### config.mk
export PLATFORM = sky130hd
export DESIGN_NAME = datagram_and_debug_packet_deframer_top
export DESIGN_NICKNAME = d
export VERILOG_FILES = /design/src/hdl/dfr_pkg.sv /design/src/hdl/dfr_front.sv /design/src/hdl/dfr_queue.sv /design/src/hdl/dfr_back.sv /design/src/hdl/datagram_and_debug_packet_deframer_top.sv
export SDC_FILE = /design/constraint.sdc
export NUM_CORES = 1
export LEC_CHECK = 0
export BUFFER_PORTS_ARGS = -buffer_cell sky130_fd_sc_hd__buf_2
export CORE_ASPECT_RATIO = 1.2
export CORE_MARGIN = 2
export CORE_UTILIZATION = 60
export DETAILED_ROUTE_END_ITERATION = 8
export GPL_TIMING_DRIVEN = 0
export PLACE_DENSITY = 0.86
export SETUP_SLACK_MARGIN = 0.5
export SKIP_LAST_GASP = 1
export SLEW_MARGIN = 0
export SYNTH_ARGS = -nofsm -noshare
export SYNTH_HDL_FRONTEND = slang
export SYNTH_SLANG_ARGS = --single-unit
### constraint.sdc
create_clock -name clk_i -period 5.3 [get_ports clk_i]
set_input_delay 0.53 -clock clk_i [delete_from_list [all_inputs] [get_ports clk_i]]
set_output_delay 0.53 -clock clk_i [all_outputs]
set_load 0.02 [all_outputs]
### src/hdl/dfr_pkg.sv
`timescale 1ns / 1ps
// Package for the datagram and debug packet deframer: sizes, event codes,
// the classified-byte and result records, and the hex digit decoder.
// No dependencies.
package dfr_pkg;

  localparam int unsigned PAYLOAD_MAX = 384;
  localparam int unsigned CONTROL_MAX = 24;

  localparam int unsigned PCNT_W = $clog2(PAYLOAD_MAX + 1);
  localparam int unsigned CCNT_W = $clog2(CONTROL_MAX + 1);

  localparam logic [15:0] MAX_LEN_RESET = 16'd512;

  localparam logic [7:0] CH_DOLLAR = 8'h24;
  localparam logic [7:0] CH_HASH   = 8'h23;
  localparam logic [7:0] CH_INTR   = 8'h03;
  localparam logic [7:0] CH_CTRL   = 8'h01;
  localparam logic [7:0] CASE_BIT  = 8'h20;

  // Depth of the two small queues
  localparam int unsigned Q_DEPTH = 2;
  localparam int unsigned Q_PTR_W = $clog2(Q_DEPTH);
  localparam int unsigned Q_CNT_W = $clog2(Q_DEPTH + 1);

  typedef enum logic [2:0] {
    EV_NONE   = 3'd0,
    EV_PKT_OK = 3'd1,
    EV_INTR   = 3'd2,
    EV_CTRL   = 3'd3,
    EV_RESYNC = 3'd4
  } event_e;

  // Byte as classified by the header side
  typedef struct packed {
    event_e              ev;
    logic [7:0]          data;
    logic                cw;
    logic [CCNT_W-1:0]   ci;
    logic [CCNT_W-1:0]   clen;
    logic                dbg;
  } item_t;

  // One finished result
  typedef struct packed {
    event_e              ev;
    logic [7:0]          data;
    logic                pw;
    logic [PCNT_W-1:0]   pi;
    logic                cw;
    logic [CCNT_W-1:0]   ci;
    logic [PCNT_W-1:0]   plen;
    logic [CCNT_W-1:0]   clen;
    logic                dbg;
  } result_t;

  // Hex digit value; anything that is not a hex digit reads as all ones
  function automatic logic [7:0] hex_digit(input logic [7:0] c);
    logic [7:0] l;
    l = c | CASE_BIT;
    if (c >= 8'h30 && c <= 8'h39) begin
      return c - 8'h30;
    end else if (l >= 8'h61 && l <= 8'h66) begin
      return l - 8'h61 + 8'd10;
    end else begin
      return 8'hFF;
    end
  endfunction

endpackage

### src/hdl/dfr_front.sv
`timescale 1ns / 1ps
// Header side: tracks datagram framing and control capture, tags each byte.
// Depends on dfr_pkg.
module dfr_front (
  input  logic          clk_i,
  input  logic          rst_ni,
  input  logic          cfg_we_i,
  input  logic [15:0]   cfg_data_i,
  input  logic          accept_i,
  input  logic [7:0]    rx_byte_i,
  output dfr_pkg::item_t item_o
);
  import dfr_pkg::*;

  typedef enum logic [2:0] {
    HDR_LOW  = 3'b001,
    HDR_HIGH = 3'b010,
    HDR_BODY = 3'b100
  } hdr_state_e;

  hdr_state_e        hdr_q, hdr_d;
  logic [15:0]       max_len_q;
  logic [7:0]        len_low_q, len_low_d;
  logic [15:0]       left_q, left_d;
  logic              first_q, first_d;
  logic              ctrl_q, ctrl_d;
  logic [CCNT_W-1:0] ccnt_q, ccnt_d;

  logic [15:0]       len;
  logic [15:0]       left_dec;
  logic              is_ctrl;

  always_comb begin
    hdr_d     = hdr_q;
    len_low_d = len_low_q;
    left_d    = left_q;
    first_d   = first_q;
    ctrl_d    = ctrl_q;
    ccnt_d    = ccnt_q;
    len       = {rx_byte_i, len_low_q};
    left_dec  = left_q - 16'd1;
    is_ctrl   = first_q ? (rx_byte_i == CH_CTRL) : ctrl_q;

    item_o      = '0;
    item_o.ev   = EV_NONE;
    item_o.data = rx_byte_i;

    unique case (hdr_q)
      HDR_LOW: begin
        len_low_d = rx_byte_i;
        hdr_d     = HDR_HIGH;
      end
      HDR_HIGH: begin
        first_d = 1'b1;
        ccnt_d  = '0;
        if (len > max_len_q) begin
          item_o.ev = EV_RESYNC;
          left_d    = '0;
          hdr_d     = HDR_LOW;
        end else begin
          left_d = len;
          hdr_d  = (len != 16'd0) ? HDR_BODY : HDR_LOW;
        end
      end
      HDR_BODY: begin
        left_d  = left_dec;
        ctrl_d  = is_ctrl;
        first_d = 1'b0;
        if (is_ctrl) begin
          if (ccnt_q < CCNT_W'(CONTROL_MAX)) begin
            item_o.cw = 1'b1;
            item_o.ci = ccnt_q;
            ccnt_d    = ccnt_q + CCNT_W'(1);
          end
          if (left_dec == 16'd0 && ccnt_d > CCNT_W'(1)) begin
            item_o.ev   = EV_CTRL;
            item_o.clen = ccnt_d;
          end
        end else begin
          item_o.dbg = 1'b1;
        end
        if (left_dec == 16'd0) begin
          hdr_d = HDR_LOW;
        end
      end
      default: hdr_d = HDR_LOW;
    endcase
  end

  always_ff @(posedge clk_i or negedge rst_ni) begin
    if (!rst_ni) begin
      hdr_q     <= HDR_LOW;
      max_len_q <= MAX_LEN_RESET;
      len_low_q <= '0;
      left_q    <= '0;
      first_q   <= 1'b0;
      ctrl_q    <= 1'b0;
      ccnt_q    <= '0;
    end else begin
      if (cfg_we_i) begin
        max_len_q <= cfg_data_i;
      end
      if (accept_i) begin
        hdr_q     <= hdr_d;
        len_low_q <= len_low_d;
        left_q    <= left_d;
        first_q   <= first_d;
        ctrl_q    <= ctrl_d;
        ccnt_q    <= ccnt_d;
      end
    end
  end

endmodule

### src/hdl/dfr_queue.sv
`timescale 1ns / 1ps
// Short queue of classified bytes between the header and packet sides.
// Depends on dfr_pkg.
module dfr_queue (
  input  logic           clk_i,
  input  logic           rst_ni,
  input  logic           push_i,
  input  dfr_pkg::item_t item_i,
  output logic           full_o,
  input  logic           pop_i,
  output logic           valid_o,
  output dfr_pkg::item_t item_o
);
  import dfr_pkg::*;

  item_t              mem_q [Q_DEPTH];
  logic [Q_PTR_W-1:0] wr_q, rd_q;
  logic [Q_CNT_W-1:0] cnt_q;

  assign full_o  = (cnt_q == Q_CNT_W'(Q_DEPTH));
  assign valid_o = (cnt_q != '0);
  assign item_o  = mem_q[rd_q];

  always_ff @(posedge clk_i) begin
    if (push_i) begin
      mem_q[wr_q] <= item_i;
    end
  end

  always_ff @(posedge clk_i or negedge rst_ni) begin
    if (!rst_ni) begin
      wr_q  <= '0;
      rd_q  <= '0;
      cnt_q <= '0;
    end else begin
      if (push_i) begin
        wr_q <= wr_q + Q_PTR_W'(1);
      end
      if (pop_i) begin
        rd_q <= rd_q + Q_PTR_W'(1);
      end
      case ({push_i, pop_i})
        2'b10:   cnt_q <= cnt_q + Q_CNT_W'(1);
        2'b01:   cnt_q <= cnt_q - Q_CNT_W'(1);
        default: cnt_q <= cnt_q;
      endcase
    end
  end

endmodule

### src/hdl/dfr_back.sv
`timescale 1ns / 1ps
// Packet side: '$' payload '#' checksum parser and the result queue.
// Depends on dfr_pkg.
module dfr_back (
  input  logic             clk_i,
  input  logic             rst_ni,
  input  logic             valid_i,
  input  dfr_pkg::item_t   item_i,
  output logic             take_o,
  output logic             empty_o,
  input  logic             pop_i,
  output dfr_pkg::result_t res_o
);
  import dfr_pkg::*;

  typedef enum logic [3:0] {
    PP_IDLE = 4'b0001,
    PP_DATA = 4'b0010,
    PP_SUMH = 4'b0100,
    PP_SUML = 4'b1000
  } pkt_state_e;

  pkt_state_e        pp_q, pp_d;
  logic [PCNT_W-1:0] pcnt_q, pcnt_d;
  logic [7:0]        sum_q, sum_d;
  logic [7:0]        sumh_q, sumh_d;
  logic [7:0]        digit;
  result_t           res;

  result_t            mem_q [Q_DEPTH];
  logic [Q_PTR_W-1:0] wr_q, rd_q;
  logic [Q_CNT_W-1:0] cnt_q;
  logic               out_full;
  logic               out_pop;

  assign out_full = (cnt_q == Q_CNT_W'(Q_DEPTH));
  assign take_o   = valid_i && !out_full;
  assign empty_o  = (cnt_q == '0);
  assign out_pop  = pop_i && !empty_o;
  assign res_o    = mem_q[rd_q];

  always_comb begin
    pp_d   = pp_q;
    pcnt_d = pcnt_q;
    sum_d  = sum_q;
    sumh_d = sumh_q;
    digit  = hex_digit(item_i.data);

    res      = '0;
    res.ev   = item_i.ev;
    res.data = item_i.data;
    res.cw   = item_i.cw;
    res.ci   = item_i.ci;
    res.clen = item_i.clen;
    res.dbg  = item_i.dbg;

    if (item_i.dbg) begin
      unique case (pp_q)
        PP_IDLE: begin
          if (item_i.data == CH_DOLLAR) begin
            pp_d   = PP_DATA;
            pcnt_d = '0;
            sum_d  = '0;
          end else if (item_i.data == CH_INTR) begin
            res.ev = EV_INTR;
          end
        end
        PP_DATA: begin
          if (item_i.data == CH_HASH) begin
            pp_d = PP_SUMH;
          end else begin
            sum_d = sum_q + item_i.data;
            // hold the count at the limit, keep summing
            if (pcnt_q < PCNT_W'(PAYLOAD_MAX)) begin
              res.pw = 1'b1;
              res.pi = pcnt_q;
              pcnt_d = pcnt_q + PCNT_W'(1);
            end
          end
        end
        PP_SUMH: begin
          sumh_d = {digit[3:0], 4'h0};
          pp_d   = PP_SUML;
        end
        PP_SUML: begin
          pp_d = PP_IDLE;
          if ((sumh_q | digit) == sum_q) begin
            res.ev   = EV_PKT_OK;
            res.plen = pcnt_q;
          end
        end
        default: pp_d = PP_IDLE;
      endcase
    end
  end

  always_ff @(posedge clk_i) begin
    if (take_o) begin
      mem_q[wr_q] <= res;
    end
  end

  always_ff @(posedge clk_i or negedge rst_ni) begin
    if (!rst_ni) begin
      pp_q   <= PP_IDLE;
      pcnt_q <= '0;
      sum_q  <= '0;
      sumh_q <= '0;
      wr_q   <= '0;
      rd_q   <= '0;
      cnt_q  <= '0;
    end else begin
      if (take_o) begin
        pp_q   <= pp_d;
        pcnt_q <= pcnt_d;
        sum_q  <= sum_d;
        sumh_q <= sumh_d;
        wr_q   <= wr_q + Q_PTR_W'(1);
      end
      if (out_pop) begin
        rd_q <= rd_q + Q_PTR_W'(1);
      end
      case ({take_o, out_pop})
        2'b10:   cnt_q <= cnt_q + Q_CNT_W'(1);
        2'b01:   cnt_q <= cnt_q - Q_CNT_W'(1);
        default: cnt_q <= cnt_q;
      endcase
    end
  end

endmodule

### src/hdl/datagram_and_debug_packet_deframer_top.sv
`timescale 1ns / 1ps
// Top level of the datagram and debug packet deframer.
// Depends on dfr_pkg, dfr_front, dfr_queue and dfr_back.
//
//   Channel   Direction  Handshake                 Carries
//   ------    ---------  ------------------------  ------------------------------
//   input     in         push / full               rx_byte_i
//   results   out        empty / pop               event_res_o .. debug_byte_seen_o
//   config    in         cfg_valid_i / cfg_ready_o max_datagram_length (16 bits)
//
// One byte is taken per cycle while full is low; the middle queue registers it,
// the packet side moves it into the result queue when that has room, and from
// there it is on the result ports, ready to pop. The header side advances once
// per cycle while bytes are accepted, the packet side while it takes items.
// Reset clears all framing and packet state and sets the length limit to 512.
// A stalled result side fills the result queue, then the middle queue, and only
// then raises full; the config port is always ready.
module datagram_and_debug_packet_deframer_top (
  input  logic                       clk_i,
  input  logic                       rst_ni,
  // byte input
  input  logic                       push,
  output logic                       full,
  input  logic [7:0]                 rx_byte_i,
  // results
  output logic                       empty,
  input  logic                       pop,
  output logic [2:0]                 event_res_o,
  output logic [7:0]                 data_byte_o,
  output logic                       payload_write_o,
  output logic [dfr_pkg::PCNT_W-1:0] payload_index_o,
  output logic                       ctrl_write_o,
  output logic [dfr_pkg::CCNT_W-1:0] ctrl_index_o,
  output logic [dfr_pkg::PCNT_W-1:0] packet_length_o,
  output logic [dfr_pkg::CCNT_W-1:0] ctrl_length_o,
  output logic                       debug_byte_seen_o,
  // configuration
  input  logic                       cfg_valid_i,
  output logic                       cfg_ready_o,
  input  logic [15:0]                cfg_data_i
);
  import dfr_pkg::*;

  logic    accept;
  item_t   front_item;
  item_t   mid_item;
  logic    mid_valid;
  logic    mid_take;
  result_t res;

  // take a request whenever the middle queue has room
  assign accept      = push && !full;
  assign cfg_ready_o = 1'b1;

  dfr_front u_front (
    .clk_i      (clk_i),
    .rst_ni     (rst_ni),
    .cfg_we_i   (cfg_valid_i && cfg_ready_o),
    .cfg_data_i (cfg_data_i),
    .accept_i   (accept),
    .rx_byte_i  (rx_byte_i),
    .item_o     (front_item)
  );

  // middle queue: decouple header parsing from the packet parser
  dfr_queue u_queue (
    .clk_i   (clk_i),
    .rst_ni  (rst_ni),
    .push_i  (accept),
    .item_i  (front_item),
    .full_o  (full),
    .pop_i   (mid_take),
    .valid_o (mid_valid),
    .item_o  (mid_item)
  );

  dfr_back u_back (
    .clk_i   (clk_i),
    .rst_ni  (rst_ni),
    .valid_i (mid_valid),
    .item_i  (mid_item),
    .take_o  (mid_take),
    .empty_o (empty),
    .pop_i   (pop),
    .res_o   (res)
  );

  // unpack the oldest waiting result onto the ports
  assign event_res_o       = res.ev;
  assign data_byte_o       = res.data;
  assign payload_write_o   = res.pw;
  assign payload_index_o   = res.pi;
  assign ctrl_write_o      = res.cw;
  assign ctrl_index_o      = res.ci;
  assign packet_length_o   = res.plen;
  assign ctrl_length_o     = res.clen;
  assign debug_byte_seen_o = res.dbg;

endmodule

# ---- Yosys cells after proc, flatten, opt, wreduce, memory -nomap -nowiden
# Memory sizes are Yosys's and may differ from the RTL's.
# Index checks and enable logic that the tools add are counted.
dict set report classes {
  add_sub_neg 15
  n_lt_le_gt_ge 8
  n_eq_ne 24
  n_mux 52
  bitwise 1
  n_reduce_logical 26
}
# operator count
set ops {}
lappend ops {{$mux 9} 6}
lappend ops {{$mux 10} 4}
lappend ops {{$mux 8} 4}
lappend ops {{$pmux 16 s2} 1}
lappend ops {{$mux 5} 5}
lappend ops {{$mux 3} 8}
lappend ops {{$pmux 9 s2} 1}
lappend ops {{$eq 8x6->1 const B} 2}
lappend ops {{$gt 16x16->1} 1}
lappend ops {{$logic_not 16->1} 1}
lappend ops {{$mux 16} 1}
lappend ops {{$pmux 8 s2} 1}
lappend ops {{$reduce_bool 16->1} 1}
lappend ops {{$sub 16x1->16 const B} 1}
lappend ops {{$mux 12} 1}
lappend ops {{$pmux 3 s2} 2}
lappend ops {{$pmux 4 s3} 1}
lappend ops {{$mux 11} 1}
lappend ops {{$ne 2x1->1 const B} 5}
lappend ops {{$pmux 5 s2} 1}
lappend ops {{$reduce_bool 2->1} 5}
lappend ops {{$add 9x1->9 const B} 1}
lappend ops {{$lt 9x9->1 const B} 1}
lappend ops {{$pmux 3 s3} 1}
lappend ops {{other kinds (42)} 70}
dict set report totals {
  ff_bits 83
  ramBits 130
  in_bits 29
  word_cells 145
  n_memories 2
}
# memory depth width rd rd_clocked_by_memory_dff write_ports line_no
set memory_table {}
lappend memory_table {u_back.mem_q 2 42 1 0 1 dfr_back.sv:30} ;# result_t mem_q [Q_DEPTH];
lappend memory_table {u_queue.mem_q 2 23 1 0 1 dfr_queue.sv:16} ;# item_t mem_q [Q_DEPTH];

# ---- Longest topological paths before layout
# Gate-level depths: netlist of run 1.
# An unclocked memory read counts as a cell.
dict set report depth {
  depth_word 10
  ltp_mapped 15
}

# ---- Modules after synthesis
# A second synthesis of run 1 with hierarchy kept.
dict set report hier_totals {
  cells_unflattened 840
  hier_area_um2 10467.5
}
# mod n_inst cells_each area_per_inst_um2 seq_area_each_um2
set modules_own_cells {}
lappend modules_own_cells {dfr_back 1 398 5343.9 3249.4}
lappend modules_own_cells {dfr_front 1 351 3149.3 1253.7}
lappend modules_own_cells {dfr_queue 1 88 1949.4 1481.4}
lappend modules_own_cells {datagram_and_debug_packet_deframer_top 1 3 25.0 0.0}

# ---- Least setup slack after synthesis of run 1
# OpenSTA, ideal clock, no wires.
dict set report synth_path {
  path_type {register -> register}
  start {reg u_queue.rd_q}
  end {mem u_back.mem_q[0][10] (netlist bit) (data pin)}
  setup_time_ns 0.167
  t_arrival_ns 3.592
  setup_slack_ns 1.541
  path_stages_with_launch 16
  path_buffers 4
  synth_period_minus_slack_ns 3.759
  cell_sequence {dfrtp_1 -> buf_6 -> buf_2 -> buf_1 -> a21oi_1 -> inv_1 -> ha_1 -> nand2_1 -> a211o_2 -> a32o_1 -> a211oi_1 -> nor3_1 -> nand4b_1 -> or4_4 -> buf_6 -> nor3_2}
}
# element line_no
set synth_rtl {}
lappend synth_rtl {{start: declaration} dfr_queue.sv:17} ;# logic [Q_PTR_W-1:0] wr_q, rd_q;
lappend synth_rtl {{start signal: assignment} dfr_queue.sv:40} ;# rd_q <= rd_q + Q_PTR_W'(1);
lappend synth_rtl {{end: declaration} dfr_back.sv:30}

==> metrics, run 1 <==
layout net count 1043; Sequential Power Share 38.6%; vias in the first global route 7629; fin cells 1203; Worst Skew 0.0116 ns; Final period util 85.3%; area growth from synthesis to final layout 14.4%; DP Worst Slack 0.589 ns; most numerous cell in the Yosys netlist edfxtp_1; Crit Path Class register to register; DRC 0; Critical R2R Capture u_back.mem_q[1][10]; CP Launch Point u_queue.rd_q; Max clock buf depth 3; post-synthesis area per instance 12.0 sq um; Final min period 4.52 ns; CTS Buf Count 21; via count 7586; PwrDens 609 nW/um^2; outcome complete, but fails checks; Post-synth EDFFs 128; hold_ws -0.00703 ns; full die area 18500 sq um; CTS H-tree depth 1; pin count of the biggest net entering global routing 51; grt total ovfl 0; gr usage total 25.6%; initial antenna violation count 0; max_slew headroom 16.0%; max cap viols 0; clock latency on the worst-skew pair 0.49 ns; Row Count 52; CP endpoint kind register; Worst EP required 5.60 ns; peak supply drop 432 uV; Synth cell types 81; R2R depth 15; first-pass GRT wire length 38300 um; fmax 221 MHz; Worst Path Max Fanout 10; failing checks hold timing; CTS tree done; layout cells sized above 1 22.5%; Slew @ Worst Pin 1.25 ns; setup TNS 0 ns; Yosys reg bits 211; Syn Nets 943; largest cells by area after synthesis edfxtp_1 (37%), dfrtp_1 (19%), mux2_2 (7.1%); post-synthesis instance total 873; n_diodes 0; total power 0.00729 W; Ports 74; startpoint type of the worst setup path register; CTS clk-pin slew, worst paths 0.07 ns; clk sinks 211; Reg2Reg Setup Slack 0.78 ns; Die Wd 125 um; WL/cell 19.7 um; GPL Wtd Cong 0.918; area fraction of the dominant cell type after synthesis 36.7%; DR iter-0 viols 669; Switching Fraction 37.2%; DIE HEIGHT 149 um; post-synthesis sequential area ratio 56.6%; Post-DP HPWL 16000 um; core area 17000 sq um; top cells by count, synth edfxtp_1 (128), dfrtp_1 (80), mux2_2 (66), nand2_1 (59); post-placement cell count 1166; # setup viols final 0; Async S/R FF share, synth 39.3%; Initial Util 61.6%; RSZ-0062 raised after global routing false; IO buf count 72; Clock Tree Root clkbuf_16; Post-Syn Area 10500 sq um; Hold Crit Class input port to async pin; Max Slew Vio Count 0; Top FF cell, synth edfxtp_1; Pint 0.00458 W; Leakage 4.74 nW; via density per instance 6.31; WP data arrival 4.82 ns; logic gate share of total power 39.3%; Final ANT Viol Nets 0; worst r2r src u_queue.rd_q; drt total wl 23700 um; total iterations of the first detailed-routing run 5; Final Hold Viols 4; Clock power frac 22.1%; sw power 0.00271 W; Ys Warns 0; final worst-path setup slack 0.781 ns; post-synth top area cell edfxtp_1
registers in the layout (all words and copies together) (netlist names), 4 cells and up:
| signal | cells |
|---|---|
| u_front.ccnt_q | 5 |
| u_back.pcnt_q | 9 |
| u_back.mem_q | 84 |
| u_back.sumh_q | 4 |
| u_front.len_low_q | 8 |
| u_front.left_q | 16 |
| u_front.max_len_q | 16 |
| u_back.sum_q | 8 |
| u_queue.mem_q | 44 |
| u_back.pp_q | 4 |
power groups by stage:
| stage | Sequential, W | Combinational [W] | Clock [W] |
|---|---|---|---|
| 3_3_place_gp | 0.00281 | 0.00263 | 0 |
| 2_1_floorplan | 0.00273 | 0.00203 | 0 |
| 3_5_place_dp | 0.00283 | 0.00280 | 0 |
| 4_1_cts | 0.00281 | 0.00286 | 0.00163 |
| 5_1_grt | 0.00287 | 0.00310 | 0.00170 |
| 6_report | 0.00281 | 0.00287 | 0.00161 |
how the worst max path moves through the flow:
stage | endpoint | slack [ns] | depth (start not counted)
floorplan | u_back.mem_q[0][10] | 1.54 | 15
global placement | u_back.mem_q[0][41] | 0.69 | 14
detailed placement | u_back.mem_q[0][40] | 0.59 | 14
CTS | u_back.mem_q[0][40] | 0.54 | 14
global route | u_back.mem_q[1][11] | 0.53 | 15
finish | u_back.mem_q[1][10] | 0.78 | 15
area by class of cell:
cell class,count,area (sq um)
inverter,55,206
clock inverter,12,175
sequential,211,5920
timing repair buffer,77,468
fill,1153,5020
multi-input combinational,575,4200
buffer,32,149
tap,216,270
clock buffer,25,571
cells in the final DEF, fill, tap and decap left out, types with 6 or more instances in the layout:
cell type / n
nor2_1: 50
xnor2_1: 22
nand4_1: 9
clkbuf_16: 21
mux2_2: 66
nor3_2: 9
edfxtp_1: 128
mux2i_1: 10
o21ai_0: 52
a21o_1: 7
buf_2: 72
dfrtp_1: 80
nand2b_1: 9
a21oi_1: 34
nor3_1: 22
clkbuf_1: 27
a221o_1: 13
nor4_1: 15
nor2b_1: 6
nand3_1: 16
nand2_1: 59
xor2_1: 7
and2_1: 12
a211oi_1: 7
inv_1: 53
ha_1: 40
or3_1: 7
stage by stage:
step	util, %	cell area (sq um)
floorplan	-	10500
global placement	65.3	11100
detailed placement	66.0	11200
CTS	70.4	12000
global route	70.5	12000
finish	70.5	12000
routing by layer:
metal / track usage (%) / up-vias / wire length, um
li1: - / 3451 / -
met4: 10.8 / 0 / 905
met5: 0 / - / 0
met2: 47.2 / 325 / 12500
met3: 3.35 / 76 / 1360
met1: 30.3 / 3734 / 8970
critical path, stage by stage (launching register included):
cell,delay (ns)
dfrtp_1,0.48
buf_6,0.20
buf_2,0.25
clkbuf_2,0.35
a21oi_1,0.16
inv_1,0.21
ha_1,0.23
nand2_1,0.12
a211o_2,0.31
a32oi_2,0.47
nor4_1,0.16
o21ai_0,0.22
nand4b_1,0.18
or4_4,0.57
buf_6,0.17
nor3_2,0.23
kinds of logic after synthesis:
kind of cell             synth area share, %
flip-flops                              56.6
buffers and inverters                   3.38
AO/OA/AOI/OAI                           11.5
adder cells (fa/ha/maj)                 4.98
multiplexers                            8.19
other                                 0.0359
XOR/XNOR                                2.43
AND/OR/NAND/NOR                         12.9
what timing repair did:
action	4_1_cts	5_1_grt
hold buffers	0	0
endpoints found under the hold margin	0	0
gates resized for setup	0	2
buffers inserted	0	0
endpoints found under the setup margin	0	24
(Power assumes the default switching activity.)
==> run 2: changes to the inputs <==
--- a/config.mk
+++ b/config.mk
@@ -11,10 +11,12 @@
 export CORE_UTILIZATION = 60
 export DETAILED_ROUTE_END_ITERATION = 8
 export GPL_TIMING_DRIVEN = 0
+export MAX_ROUTING_LAYER = met4
 export PLACE_DENSITY = 0.86
 export SETUP_SLACK_MARGIN = 0.5
 export SKIP_LAST_GASP = 1
 export SLEW_MARGIN = 0
 export SYNTH_ARGS = -nofsm -noshare
 export SYNTH_HDL_FRONTEND = slang
+export SYNTH_HIERARCHICAL = 1
 export SYNTH_SLANG_ARGS = --single-unit
==> metrics, run 2 <==
Syn Nets 910 (-3.5%); Worst Path Max Fanout 10 (unchanged); Largest regs u_back/mem_q: 84 flops, u_queue/mem_q: 46 flops; fmax 240 MHz (+8.6%); Row Count 52 (unchanged); layout net count 1010 (-3.2%); Biggest register u_back/mem_q; xor and xnor area share after synthesis 2.43% (about the same); post-synthesis sequential area ratio 57.2% (+0.53 points); Max Slew Vio Count 0 (unchanged); Initial Util 61.6% (about the same); CTS resizes 0 (unchanged); Synth cell types 77 (-4.9%); commonest non-fill, non-tap cells in the layout edfxtp_1 (130), dfrtp_1 (80), buf_2 (73); clk sinks 213 (+0.95%); Final Hold Viols 0 (-4); WHS Endpoint u_front/max_len_q[4]; R2R depth 14 (-1); Setup Fix Bufs, Post-CTS 0 (unchanged); max reg flops 84 (unchanged); pin count of the biggest net entering global routing 58 (+14%); Reg2Reg Setup Slack 1.14 ns (+0.36 ns); Sequential Power Share 38.9% (+0.3 points); drt total wl 22000 um (-7.3%); DRC 0 (unchanged); PwrDens 606 nW/um^2 (-0.52%); Clock Tree Root clkbuf_16; WP data arrival 4.38 ns (-0.44 ns); post-synthesis mux area share 9.14% (+0.95 points); cts hold-fix bufs 1 (+1); Placed Area 11200 sq um (about the same); area fraction of the dominant cell type after synthesis 37.3% (+0.55 points); post-synth top area cell edfxtp_1; Post-DP HPWL 15000 um (-6.6%); top cells by count, synth edfxtp_1 (130), dfrtp_1 (80), mux2_2 (57), nand2_1 (53), nor2_1 (53); CTS clk-pin slew, worst paths 0.06 ns (about the same); WL/cell 18.8 um (-4.8%); Critical R2R Capture u_back/mem_q[1][40]; vias in the first global route 7331 (-3.9%); Ports 74 (unchanged); gr usage total 24.6% (-0.99 points); GPL Wtd Cong 0.901 (-1.9%); Yosys reg bits 213 (+0.95%); CTS Buf Count 21 (unchanged); # setup viols final 0 (unchanged); RSZ-0062 raised after global routing false; Post-Syn Area 10500 sq um (about the same); area growth from synthesis to final layout 13.4%; via density per instance 6.05 (-4.1%); startpoint type of the worst setup path register; Synth Area in Compound Gates 9.66% (-1.8 points); Async S/R FF share, synth 39.0% (-0.37 points); IO buf count 72 (unchanged); first-pass GRT wire length 35700 um (-6.6%); post-synthesis area per instance 12.5 sq um (+4.0%); Die Wd 125 um (about the same); grt total ovfl 0 (unchanged); Synth Area in Adders 4.97% (about the same); most common cell after layout, fill and taps aside edfxtp_1; DR iter-0 viols 654 (-2.2%); DIE HEIGHT 149 um (about the same); CTS tree done; Clock power frac 19.8% (-2.3 points); Switching Fraction 36.6% (-0.63 points); Post-synth EDFFs 130 (+1.6%); Top FF cell, synth edfxtp_1; full die area 18500 sq um (about the same); hold path startpoint cfg_data_i[4]; n_diodes 0 (unchanged); worst r2r src u_queue/rd_q; via count 7084 (-6.6%); Final min period 4.16 ns (-0.359 ns); Ys Warns 6 (+6); sw power 0.00263 W (-3.0%); Worst Hold Path Cells 3; Worst EP required 5.52 ns (-0.08 ns); setup TNS 0 ns (unchanged); layout cells sized above 1 23.4% (+0.86 points); peak supply drop 374 uV (-13%); clock latency on the worst-skew pair 0.50 ns (about the same); largest family of logic cells by synthesized area simple AND/OR/NAND/NOR gates; Pint 0.00456 W (-0.33%); Crit Path Class register to register; Worst Skew 0.0112 ns (-0.000380 ns); post-synthesis simple-gate area fraction 12.8% (-0.069 points); logic gate share of total power 41.3% (+2.0 points); Leakage 4.92 nW (+3.8%); Hold Crit Class input port to register; initial antenna violation count 0 (unchanged); Final ANT Viol Nets 0 (unchanged); outcome completed; total power 0.00720 W (-1.3%); CTS H-tree depth 1 (unchanged); post-route cell area 11900 sq um (-0.80%); max cap viols 0 (unchanged); CP endpoint kind register; max_slew headroom 33.7% (+18 points); Final period util 78.5% (-6.8 points); Slew @ Worst Pin 0.994 ns (-0.255 ns); Max clock buf depth 3 (unchanged); hold_ws 0.244 ns (+0.251 ns); most numerous cell in the Yosys netlist edfxtp_1; largest cells by area after synthesis edfxtp_1 (37%), dfrtp_1 (19%), mux2_2 (6.1%); core area 17000 sq um (unchanged); total iterations of the first detailed-routing run 5 (unchanged); post-synthesis instance total 840 (-3.8%)
==> run 2: cell count changes in the layout (fill, tap and decap cells not counted), moves of 6 or more <==
cell     before  now
mux2_4        0   19
inv_1        53   38
and2_1       12   23
nor4_1       15    4
a21oi_1      34   24
buf_4         2   12
mux2_2       66   57
nor3_2        9    1
xnor2_1      22   14
xor2_1        7   15
mux2i_1      10    3
nand2_1      59   53
==> run 2: how the worst max path moves through the flow <==
stage	from	slack [ns]	cells after the start	end
floorplan	u_queue/rd_q	1.89	15	u_back/mem_q[0][40]
global placement	u_queue/rd_q	1.31	14	u_back/mem_q[0][40]
detailed placement	u_queue/rd_q	1.28	14	u_back/mem_q[0][40]
CTS	u_queue/rd_q	1.25	14	u_back/mem_q[0][40]
global route	u_queue/rd_q	1.0	15	u_back/mem_q[0][40]
finish	u_queue/rd_q	1.14	14	u_back/mem_q[1][40]
==> run 2: through the flow <==
step / util [%] / cells / setup WS, ns
4_1_cts: 69.9 / 1171 / 1.25
6_report: 69.9 / 1171 / 1.14
5_1_grt: 69.9 / 1171 / 0.999
3_5_place_dp: 66.0 / 1132 / 1.28
2_1_floorplan: - / 840 / 1.89
3_3_place_gp: 65.4 / 1128 / 1.31
==> run 2: worst max-delay path, cell delays in order (launching register included) <==
cell,delay [ns]
dfrtp_1,0.37
buf_6,0.14
buf_12,0.15
mux2_4,0.36
inv_1,0.14
ha_1,0.28
nand3_1,0.12
or3b_2,0.50
a2111oi_0,0.53
a41oi_1,0.14
xor2_1,0.17
nand4bb_1,0.20
nor4_2,0.36
buf_4,0.26
o211ai_1,0.14
==> run 2: per-layer routing <==
layer  track usage, %  routed length (um)  vias up  part of all wire [%]
met2             43.6               11500      262                    53
li1                 -                   -     3294                     -
met5                -                   0        -                     0
met4             10.5                 742        0                   3.4
met3             3.78                1120       64                   5.1
met1             28.0                8570     3464                    39
==> run 2: cell type report <==
class                   instances  area [sq um]
flip-flops and latches        213          5980
fillers                      1123          5110
multi-input cells             548          4100
clock buffers                  26           544
repair buffers                 77           463
well taps                     216           270
plain buffers                  40           249
inverters                      39           146
clock inverters                12           113
==> run 2: logic make-up after synthesis <==
kind of cell	after synthesis
AO/OA/AOI/OAI	147
XOR/XNOR	29
adder cells (fa/ha/maj)	41
buffers and inverters	79
flip-flops	213
multiplexers	79
other	1
AND/OR/NAND/NOR	251
==> run 2: power groups by stage <==
stage | Combinational, W | Clock (W) | Sequential [W]
4_1_cts | 0.00298 | 0.00145 | 0.00280
5_1_grt | 0.00324 | 0.00151 | 0.00286
2_1_floorplan | 0.00217 | 0 | 0.00273
3_3_place_gp | 0.00276 | 0 | 0.00280
6_report | 0.00297 | 0.00142 | 0.00280
3_5_place_dp | 0.00293 | 0 | 0.00282
